===== config.mk =====
export PLATFORM = sky130hd
export DESIGN_NAME = integer_to_roman_numeral
export DESIGN_NICKNAME = d
export VERILOG_FILES = /design/src/hw/rtl/i2r_pkg.sv /design/src/hw/rtl/integer_to_roman_numeral.sv
export VERILOG_INCLUDE_DIRS = /design/src /design/src/hw/rtl
export SDC_FILE = /design/constraint.sdc
export NUM_CORES = 1
export LEC_CHECK = 0
export ABC_AREA = 1
export BUFFER_PORTS_ARGS = -buffer_cell sky130_fd_sc_hd__buf_2
export CAP_MARGIN = 5
export CORE_MARGIN = 2
export CORE_UTILIZATION = 55
export CTS_CLUSTER_SIZE = 25
export DETAILED_ROUTE_END_ITERATION = 8
export PLACE_DENSITY = 0.73
export SLEW_MARGIN = 20
export SYNTH_ARGS = -nofsm -noshare
export SYNTH_HDL_FRONTEND = slang
export SYNTH_SLANG_ARGS = --single-unit

===== constraint.sdc =====
create_clock -name clk -period 10.55 [get_ports clk]
set_input_delay 1.055 -clock clk [delete_from_list [all_inputs] [get_ports clk]]
set_output_delay 1.055 -clock clk [all_outputs]
set_load 0.05 [all_outputs]

===== src/hw/rtl/integer_to_roman_numeral_macros.svh =====
// Assertion macros used by integer_to_roman_numeral.sv.
`ifndef INTEGER_TO_ROMAN_NUMERAL_MACROS_SVH
`define INTEGER_TO_ROMAN_NUMERAL_MACROS_SVH

// Clocked check, off while reset is asserted.
`define I2R_ASSERT(lbl, prop, msg) \
    lbl: assert property (@(posedge clk) disable iff (!rst_n) prop) else $error(msg);

// Clocked check that also holds during reset.
`define I2R_ASSERT_ALWAYS(lbl, prop, msg) \
    lbl: assert property (@(posedge clk) prop) else $error(msg);

`endif


===== src/hw/rtl/i2r_pkg.sv =====
package i2r_pkg;

    localparam int VALUE_W   = 12;
    localparam int SYMBOL_W  = 7;
    localparam int DIGIT_W   = 4;
    localparam int POS_W     = 2;
    localparam int PAT_W     = 2;
    localparam int LEN_W     = 3;
    localparam int WEIGHT_W  = 10;
    localparam int PRODUCT_W = 14;

    localparam logic [VALUE_W-1:0] MAX_VALUE = 12'd2999;

    localparam logic [SYMBOL_W-1:0] SYM_I = 7'h49;
    localparam logic [SYMBOL_W-1:0] SYM_V = 7'h56;
    localparam logic [SYMBOL_W-1:0] SYM_X = 7'h58;
    localparam logic [SYMBOL_W-1:0] SYM_L = 7'h4C;
    localparam logic [SYMBOL_W-1:0] SYM_C = 7'h43;
    localparam logic [SYMBOL_W-1:0] SYM_D = 7'h44;
    localparam logic [SYMBOL_W-1:0] SYM_M = 7'h4D;

    // Program steps of the sequencer.
    typedef enum logic [1:0] {
        STEP_IDLE,
        STEP_EXTRACT,
        STEP_EMIT,
        STEP_ERROR
    } step_t;

    // Micro-operations that drive the datapath.
    typedef enum logic [1:0] {
        UOP_LOAD,
        UOP_EXTRACT,
        UOP_EMIT,
        UOP_ERROR
    } uop_t;

    // One control word: operation, fall-through step, conditional jump target.
    typedef struct packed {
        uop_t  op;
        step_t seq;
        step_t jump;
    } uword_t;

    // Symbol class within a digit pattern.
    typedef enum logic [1:0] {
        CLS_ONE,
        CLS_FIVE,
        CLS_TEN
    } cls_t;

    // Microcode ROM. Jumps: LOAD on a bad value, EMIT after the ones digit.
    function automatic uword_t ucode(step_t s);
        uword_t w;
        case (s)
            STEP_IDLE:    w = '{op: UOP_LOAD,    seq: STEP_EXTRACT, jump: STEP_ERROR};
            STEP_EXTRACT: w = '{op: UOP_EXTRACT, seq: STEP_EMIT,    jump: STEP_EMIT};
            STEP_EMIT:    w = '{op: UOP_EMIT,    seq: STEP_EXTRACT, jump: STEP_IDLE};
            STEP_ERROR:   w = '{op: UOP_ERROR,   seq: STEP_IDLE,    jump: STEP_IDLE};
            default:      w = '{op: UOP_LOAD,    seq: STEP_IDLE,    jump: STEP_IDLE};
        endcase
        return w;
    endfunction

    // Decimal weight of a digit position (0 = ones).
    function automatic logic [WEIGHT_W-1:0] digit_weight(logic [POS_W-1:0] pos);
        logic [WEIGHT_W-1:0] w;
        case (pos)
            2'd0:    w = 10'd1;
            2'd1:    w = 10'd10;
            2'd2:    w = 10'd100;
            default: w = 10'd1000;
        endcase
        return w;
    endfunction

    // Number of characters in the pattern of a digit.
    function automatic logic [LEN_W-1:0] pattern_len(logic [DIGIT_W-1:0] d);
        logic [LEN_W-1:0] n;
        case (d)
            4'd1, 4'd5:       n = 3'd1;
            4'd2, 4'd4, 4'd6,
            4'd9:             n = 3'd2;
            4'd3, 4'd7:       n = 3'd3;
            4'd8:             n = 3'd4;
            default:          n = 3'd0;
        endcase
        return n;
    endfunction

    // Symbol class at one place of a digit pattern.
    function automatic cls_t pattern_cls(logic [DIGIT_W-1:0] d, logic [PAT_W-1:0] idx);
        cls_t c;
        case (d)
            4'd4:                   c = (idx == '0) ? CLS_ONE : CLS_FIVE;
            4'd9:                   c = (idx == '0) ? CLS_ONE : CLS_TEN;
            4'd5, 4'd6, 4'd7, 4'd8: c = (idx == '0) ? CLS_FIVE : CLS_ONE;
            default:                c = CLS_ONE;
        endcase
        return c;
    endfunction

    // ASCII code for a symbol class at a digit position.
    function automatic logic [SYMBOL_W-1:0] numeral_char(logic [POS_W-1:0] pos, cls_t c);
        logic [SYMBOL_W-1:0] s;
        case ({pos, c})
            {2'd0, CLS_ONE}:  s = SYM_I;
            {2'd0, CLS_FIVE}: s = SYM_V;
            {2'd0, CLS_TEN}:  s = SYM_X;
            {2'd1, CLS_ONE}:  s = SYM_X;
            {2'd1, CLS_FIVE}: s = SYM_L;
            {2'd1, CLS_TEN}:  s = SYM_C;
            {2'd2, CLS_ONE}:  s = SYM_C;
            {2'd2, CLS_FIVE}: s = SYM_D;
            {2'd2, CLS_TEN}:  s = SYM_M;
            {2'd3, CLS_ONE}:  s = SYM_M;
            default:          s = '0;
        endcase
        return s;
    endfunction

endpackage


===== src/hw/rtl/integer_to_roman_numeral.sv =====
// Roman numeral encoder: each value accepted on the slave stream comes out on the master
// stream as its numeral in ASCII, most significant character first, tlast on the final
// character. Values 1 to 2999 are converted; zero or anything above 2999 gives a single
// transfer with tuser (error) set, symbol zero and tlast set. A small microcoded sequencer
// walks the thousands, hundreds, tens and ones digits: an extract step peels a digit off the
// remainder, then its pattern leaves one character per cycle unless the output is held by
// backpressure (a zero digit leaves no character). A new value is accepted only in the idle
// step, while the last character may still sit in the output register.
`include "integer_to_roman_numeral_macros.svh"

module integer_to_roman_numeral (
    input  logic        clk,
    input  logic        rst_n,
    input  logic        s_axis_tvalid,
    output logic        s_axis_tready,
    input  logic [15:0] s_axis_tdata,   // [11:0] value, [15:12] zero
    output logic        m_axis_tvalid,
    input  logic        m_axis_tready,
    output logic [7:0]  m_axis_tdata,   // [6:0] symbol, [7] zero
    output logic        m_axis_tlast,
    output logic        m_axis_tuser    // [0] error
);
    import i2r_pkg::*;

    step_t                 step_reg, step_next;
    uword_t                uw;

    logic [VALUE_W-1:0]    rem_reg;
    logic [POS_W-1:0]      pos_reg;
    logic [DIGIT_W-1:0]    digit_reg;
    logic [PAT_W-1:0]      pat_reg;

    logic                  out_valid_reg, out_valid_next;
    logic [SYMBOL_W-1:0]   out_symbol_reg;
    logic                  out_last_reg;
    logic                  out_error_reg;

    logic [VALUE_W-1:0]    in_value;
    logic                  in_fire;
    logic                  value_bad;
    logic                  out_free;
    logic [WEIGHT_W-1:0]   weight;
    logic [DIGIT_W-1:0]    ext_digit;
    logic [VALUE_W-1:0]    ext_sub;
    logic [LEN_W-1:0]      pat_len;
    logic                  pat_last;
    logic                  digit_done;
    logic                  emit_char;
    logic                  emit_err;
    logic [SYMBOL_W-1:0]   char_code;

    assign uw        = ucode(step_reg);
    assign in_value  = s_axis_tdata[VALUE_W-1:0];
    assign in_fire   = s_axis_tvalid && s_axis_tready;
    assign value_bad = (in_value == '0) || (in_value > MAX_VALUE);
    assign out_free  = !out_valid_reg || m_axis_tready;

    // Peel the leading digit off the remainder at the current position.
    assign weight = digit_weight(pos_reg);

    always_comb
    begin
        ext_digit = '0;
        ext_sub   = '0;
        for (int k = 1; k <= 9; k++)
        begin
            if ({2'b00, rem_reg} >= PRODUCT_W'(k) * PRODUCT_W'(weight))
            begin
                ext_digit = DIGIT_W'(k);
                ext_sub   = VALUE_W'(PRODUCT_W'(k) * PRODUCT_W'(weight));
            end
        end
    end

    assign pat_len    = pattern_len(digit_reg);
    assign pat_last   = ({1'b0, pat_reg} == (pat_len - 3'd1));
    assign char_code  = numeral_char(pos_reg, pattern_cls(digit_reg, pat_reg));
    assign digit_done = (pat_len == '0) || (out_free && pat_last);

    // Next step of the program.
    always_comb
    begin
        step_next = step_reg;
        case (uw.op)
            UOP_LOAD:
            begin
                if (in_fire)
                    step_next = value_bad ? uw.jump : uw.seq;
            end
            UOP_EXTRACT:
                step_next = uw.seq;
            UOP_EMIT:
            begin
                if (digit_done)
                    step_next = (pos_reg == '0) ? uw.jump : uw.seq;
            end
            UOP_ERROR:
            begin
                if (out_free)
                    step_next = uw.seq;
            end
            default:
                step_next = STEP_IDLE;
        endcase
    end

    // Control outputs of the current control word.
    always_comb
    begin
        s_axis_tready = 1'b0;
        emit_char     = 1'b0;
        emit_err      = 1'b0;
        case (uw.op)
            UOP_LOAD:    s_axis_tready = 1'b1;
            UOP_EMIT:    emit_char     = out_free && (pat_len != '0);
            UOP_ERROR:   emit_err      = out_free;
            default:     ;
        endcase
    end

    always_comb
    begin
        if (emit_char || emit_err)
            out_valid_next = 1'b1;
        else if (m_axis_tready)
            out_valid_next = 1'b0;
        else
            out_valid_next = out_valid_reg;
    end

    always_ff @(posedge clk or negedge rst_n)
    begin
        if (!rst_n)
        begin
            step_reg      <= STEP_IDLE;
            out_valid_reg <= 1'b0;
            pos_reg       <= '0;
            pat_reg       <= '0;
        end
        else
        begin
            step_reg      <= step_next;
            out_valid_reg <= out_valid_next;
            if (in_fire)
                pos_reg <= POS_W'(3);
            else if (uw.op == UOP_EMIT && digit_done && pos_reg != '0)
                pos_reg <= pos_reg - 1'b1;
            if (uw.op == UOP_EXTRACT)
                pat_reg <= '0;
            else if (emit_char)
                pat_reg <= pat_reg + 1'b1;
        end
    end

    // Datapath payload.
    always_ff @(posedge clk)
    begin
        if (in_fire)
            rem_reg <= in_value;
        else if (uw.op == UOP_EXTRACT)
            rem_reg <= rem_reg - ext_sub;
        if (uw.op == UOP_EXTRACT)
            digit_reg <= ext_digit;
        // Remainder is already stripped of this digit, so zero means nothing follows.
        if (emit_char)
        begin
            out_symbol_reg <= char_code;
            out_last_reg   <= pat_last && (rem_reg == '0);
            out_error_reg  <= 1'b0;
        end
        else if (emit_err)
        begin
            out_symbol_reg <= '0;
            out_last_reg   <= 1'b1;
            out_error_reg  <= 1'b1;
        end
    end

    assign m_axis_tvalid = out_valid_reg;
    assign m_axis_tdata  = {1'b0, out_symbol_reg};
    assign m_axis_tlast  = out_last_reg;
    assign m_axis_tuser  = out_error_reg;

    `I2R_ASSERT(a_bad_goes_error, (in_fire && value_bad) |=> (step_reg == STEP_ERROR), "bad value did not branch to error step")
    `I2R_ASSERT(a_error_shape, (out_valid_reg && out_error_reg) |-> (out_last_reg && out_symbol_reg == '0), "error transfer malformed")
    `I2R_ASSERT(a_char_nonzero, (out_valid_reg && !out_error_reg) |-> (out_symbol_reg != '0), "numeral transfer with empty symbol")
    `I2R_ASSERT(a_rem_in_range, (step_reg == STEP_EXTRACT) |-> ({2'b00, rem_reg} < PRODUCT_W'(10) * PRODUCT_W'(weight)), "remainder exceeds digit range")
    `I2R_ASSERT(a_thousands_max, (step_reg == STEP_EMIT && pos_reg == 2'd3) |-> (digit_reg <= 4'd2), "thousands digit above two")
    `I2R_ASSERT_ALWAYS(a_no_out_in_reset, !rst_n |=> !out_valid_reg || rst_n, "output valid out of reset")

endmodule

# After elaboration in Yosys (flattened, before gate mapping)
# Memories as Yosys holds them, arrays and structs flattened.
# Cells that the tools add are included.
# totals
register_bits,32
romBits,144
in_bits,20
out_inout_bits,12
elab_cells,121
memories,2
# op_classes
n_addsub,4
mul,5
magnitude_cmp,10
n_eq_ne,18
muxes,44
n_reduce_logical,28
# memory_table
name,depth,word_bits,read_ports,rd_clocked_by_memory_dff,wr,line,text
(name not given),16,6,1,0,0,i2r_pkg.sv:106,"case ({pos, c})"
(name not given),16,3,1,0,0,i2r_pkg.sv:80,case (d)
# ops
op,count
12-bit two-way mux,10
12-bit by 13-bit greater-or-equal comparator with 1-bit output,4
10-bit one-hot mux with 3 select lines,1
"3-bit by 10-bit multiplier with 13-bit output, first input constant",2
12-bit greater-or-equal comparator,2
12-bit logical NOT,2
"2-bit by 10-bit multiplier with 12-bit output, first input constant",2
4-bit two-way mux,6
6-bit one-hot mux with 4 select lines,1
2-bit two-way mux,10
"4-bit by 3-bit equality test with 1-bit output, second input constant",4
12-bit by 14-bit greater-or-equal comparator with 1-bit output,1
"4-bit by 10-bit multiplier with 14-bit output, first input constant",1
7-bit two-way mux,2
12-bit by 10-bit greater-or-equal comparator with 1-bit output,1
12-bit by 11-bit greater-or-equal comparator with 1-bit output,1
"12-bit > comparator, second input constant",1
2-bit nonzero test,6
12-bit subtractor,1
1-bit two-way mux,11
"2-bit equality test, second input constant",5
10-bit two-way mux,1
"4-bit equality test, second input constant",2
2-bit logical NOT,4
other kinds (16),28

# Longest topological paths before layout
# depth
ltp_word,15
mapped_depth,36
ltp_nobuf,35

# Worst setup path after synthesis
# OpenSTA, ideal clock, no wires.
# synth_timing
path_type,reg-to-reg
startpoint,register pos_reg[0]
endpoint,"register rem_reg[10], data pin"
setup_time_ns,0.264
arrival_ns,5.041
required_ns,10.286
path_slack_ns,5.246
path_stages_with_launch,28
path_buffers,2
path_cell_list,dfrtp_1 -> clkbuf_1 -> inv_1 -> ha_1 -> ha_1 -> inv_1 -> o21ai_0 -> fa_1 -> xnor2_1 -> ha_1 -> a21oi_1 -> o21ai_0 -> o21ai_0 -> nand3_1 -> buf_4 -> o21ai_1 -> a21oi_1 -> ha_1 -> fa_1 -> nand3b_1 -> nand2_1 -> a21oi_1 -> o21ai_0 -> a21oi_1 -> nor2_1 -> nor2_1 -> xor2_1 -> o21ai_0
# synth_between
elab_chain_len,15
# synth_lines
element,line,text
from (decl),integer_to_roman_numeral.sv:29,logic [POS_W-1:0] pos_reg;
from (signal assigned),integer_to_roman_numeral.sv:147,pos_reg <= pos_reg - 1'b1;
"2-bit equality test, or another cell as far along",i2r_pkg.sv:68,case (pos)
10-bit one-hot mux with 3 select lines (*),i2r_pkg.sv:68,
"parallel branches: the longest is 9 deep, another holds 2-bit by 10-bit multiplier with 12-bit output",-,
12-bit two-way mux (*),integer_to_roman_numeral.sv:67,"if ({2'b00, rem_reg} >= PRODUCT_W'(k) * PRODUCT_W'(weight))"
12-bit subtractor (*),integer_to_roman_numeral.sv:161,rem_reg <= rem_reg - ext_sub;
12-bit two-way mux (*),integer_to_roman_numeral.sv:160,else if (uw.op == UOP_EXTRACT)
12-bit two-way mux (*),integer_to_roman_numeral.sv:158,if (in_fire)
to (signal assigned),integer_to_roman_numeral.sv:159,rem_reg <= in_value;
to (signal assigned),integer_to_roman_numeral.sv:161,
to (decl),integer_to_roman_numeral.sv:28,logic [VALUE_W-1:0] rem_reg;
# Mark *: on every way between the ends. The select of a mux whose other input is x is not followed.
# A chain may end at the register's enable or synchronous reset.

# Final worst setup path
# Ends and elaborated chain as after synthesis.

==> results.sh <==
export IMPL_cts_hold_buf=0
export IMPL_critPathLaunch="pos_reg[0]$_DFFE_PN0P_"
export IMPL_ys_ff_latch=31
export IMPL_synth_top_area_cell="ha_1"
export IMPL_htree_num_levels=2
export IMPL_ys_seq_area_frac=0.1742
export IMPL_largest_reg_flops=12
export IMPL_routed_wl_um=15470
export IMPL_via_per_inst=5.919
export IMPL_vias=5309
export IMPL_crit_arrival_ns=6.85
export IMPL_post_cts_setup_buffers=0
export IMPL_row_count=35
export IMPL_drive_gt1_frac=0.07888
export IMPL_max_freq_mhz=146.9
export IMPL_critPathCaptureType="register"
export IMPL_postSynthCellCount=765
export IMPL_report_final_slew_viol_count=0
export IMPL_rsz0062_at_grt="no"
export IMPL_die_area_mm2=0.01003
export IMPL_finalClockSkew_ns=0.009963
export IMPL_grt_pass1_wl_um=25400
export IMPL_cts_tree="built"
export IMPL_die_h_um=100.2
export IMPL_drtPass1Iterations=5
export IMPL_hold_viol=0
export IMPL_syn_avg_cell_area_um2=6.647
export IMPL_status="finished clean"
export IMPL_clk_pin_slew_ns=0.08
export IMPL_nets=900
export IMPL_cp_start_kind="register"
export IMPL_design_area_mm2=0.005356
export IMPL_yosysTopAreaCellShare=0.2288
export IMPL_wire_per_inst_um=17.24
export IMPL_gp_congestion=1.057
export IMPL_drtIter0Drc=413
export IMPL_period_share=0.6454
export IMPL_relSlewSlack=0.2810
export IMPL_ios=32
export IMPL_clk_latency_ns=0.30
export IMPL_holdWs_ns=0.5509
export IMPL_syn_area_mm2=0.005085
export IMPL_drc=0
export IMPL_worstSetupPathType="register to register"
export IMPL_setup_viol=0
export IMPL_cts_buffers=5
export IMPL_synthTopCellsByArea="ha_1 (23%), nand2_1 (15%), edfxtp_1 (14%), a21oi_1 (7.9%), inv_1 (6.7%)"
export IMPL_drv_cap=0
export IMPL_rr_startpoint="pos_reg[0]$_DFFE_PN0P_"
export IMPL_track_usage=0.3220
export IMPL_die_w_um=100.2
export IMPL_hpwl_um=12000
export IMPL_min_from="pat_reg[0]$_DFFE_PN0P_"
export IMPL_synthDistinctLibCells=56
export IMPL_gr_total_overflow=0
export IMPL_dpl_instance_area_mm2=0.005268
export IMPL_root_buffer="clkbuf_8"
export IMPL_cts_resized=0
export IMPL_required_ns=10.59
export IMPL_ff2ff_setup_slack_ns=3.74
export IMPL_area_growth_pct=5.340
export IMPL_fin_crit_ns=6.809
export IMPL_antenna_found_initial=0
export IMPL_grt_max_degree=20
export IMPL_grt_pass1_vias=5092
export IMPL_hold_class="register to register"
export IMPL_start_util=0.5582
export IMPL_finalSetupTns_ns=0
export IMPL_antenna_left=0
export IMPL_cts_sink_count=31
export IMPL_clk_path_buf_depth=2
export IMPL_port_buffers=25
export IMPL_worstMarginPinSlew_ns=1.070
export IMPL_critPathMaxFanout=14
export IMPL_yosys_warnings=0
export IMPL_design_core_area_mm2=0.009109
export IMPL_n_antenna_cell=0
[worst max-delay path: stages, from the launching register on]
cell,delay [ns]
dfrtp_1,0.59
inv_1,0.54
ha_1,0.59
ha_1,0.34
inv_1,0.22
o21ai_0,0.16
fa_1,0.43
xnor2_1,0.27
ha_1,0.32
a21oi_1,0.13
o21ai_0,0.09
o21ai_0,0.16
nand3_1,0.40
inv_1,0.38
o21ai_0,0.14
o21ai_1,0.16
nand2_1,0.07
nand2_1,0.06
ha_1,0.27
a21oi_1,0.17
nand2_1,0.10
a21oi_1,0.23
o21ai_0,0.19
a21oi_1,0.16
nor2_1,0.05
nor2_1,0.10
xor2_1,0.15
o21ai_0,0.08
[area by class of cell]
cell class	instances	area, um2
repair buffers	25	125.1
multi-input cells	624	3750
clock buffers	5	68.82
fillers	911	3752
clock inverters	3	20.02
well taps	111	138.9
inverters	98	367.9
flip-flops and latches	31	885.9
[per-layer routing]
layer  routed length (um)  global-route usage  up-vias
li1                     -                   -     2634
met5                    0                   0        -
met3                 1353             0.05710       51
met4                  671              0.1433        0
met1                 6555              0.4203     2374
met2                 6887              0.5209      250
[kinds of logic after synthesis]
kind of cell,Yosys count,synth area share
and+or+nand+nor,355,0.3041
AOI/OAI and AO/OA,161,0.1754
buffers and inverters,111,0.08981
adders and majority gates,95,0.2367
DFF,31,0.1742
xor gates and xnor gates,11,0.01895
other,1,0.0007375
[cells in the final DEF, fill, tap and decap left out, types with 2 or more instances in the layout]
cell,n
conb_1,2
nand2_1,203
dfrtp_1,7
nand3_2,3
xnor2_1,4
edfxtp_1,23
a21oi_1,80
inv_1,91
nor2_2,4
nand2_4,2
or2_2,4
clkinvlp_4,2
nand4_1,16
xor2_1,7
inv_2,6
o21ai_0,43
o31ai_1,2
nor4_1,9
ha_1,93
o211ai_1,4
nor3_1,8
a21o_1,3
nand3_1,33
fa_1,2
buf_2,25
o21ai_2,2
nand2_2,2
a31oi_1,2
o21ai_1,9
o21a_1,2
or2_1,2
nor2_1,63
clkbuf_8,5
[final timing paths]
| path | end | depth (start not counted) |
|---|---|---|
| hold reg to reg | pat_reg[0]$_DFFE_PN0P_ | 1 |
| setup / recovery | rem_reg[10]$_DFFE_PP_ | 27 |
| min in group asynchronous | step_reg[0]$_DFFE_PN0P_ | 1 |
| setup reg to reg | rem_reg[10]$_DFFE_PP_ | 27 |
| max in group asynchronous | pat_reg[0]$_DFFE_PN0P_ | 1 |
| hold / removal | pat_reg[0]$_DFFE_PN0P_ | 1 |
[cell usage after synthesis (all sizes together)]
library cell and n:
xor2 7, nand2 207, nand3 36, dfrtp 7, clkinv 1, fa 2, o22ai 1, inv 97
clkbuf 3, and2 1, o221a 1, nor4 9, ha 93, nand3b 1, o41ai 1, o221ai 1
a221oi 1, dfxtp 1, a31oi 2, nor3b 1, o211ai 4, o21a 2, nand4 16, a22o 1
a211oi 1, o31ai 2, edfxtp 23, a21oi 81, o21ai 54, a21boi 3, nor2 68, xnor2 4
o21bai 1, o2111ai 1, a21o 3, buf 10, nor3 10, or2 6, conb 1, o2111a 1
[metrics by stage]
step / utilization / worst slack (ns) / std cells
5_1_grt: 0.5880 / 3.244 / 897
3_5_place_dp: 0.5783 / 3.894 / 889
4_1_cts: 0.5880 / 3.871 / 897
3_3_place_gp: 0.5779 / 4.056 / 889
2_1_floorplan: - / 5.246 / 766
6_report: 0.5880 / 3.741 / 897
Power is not shown: default switching activity piles up to over one toggle a cycle in this logic, so the estimate is an artifact.
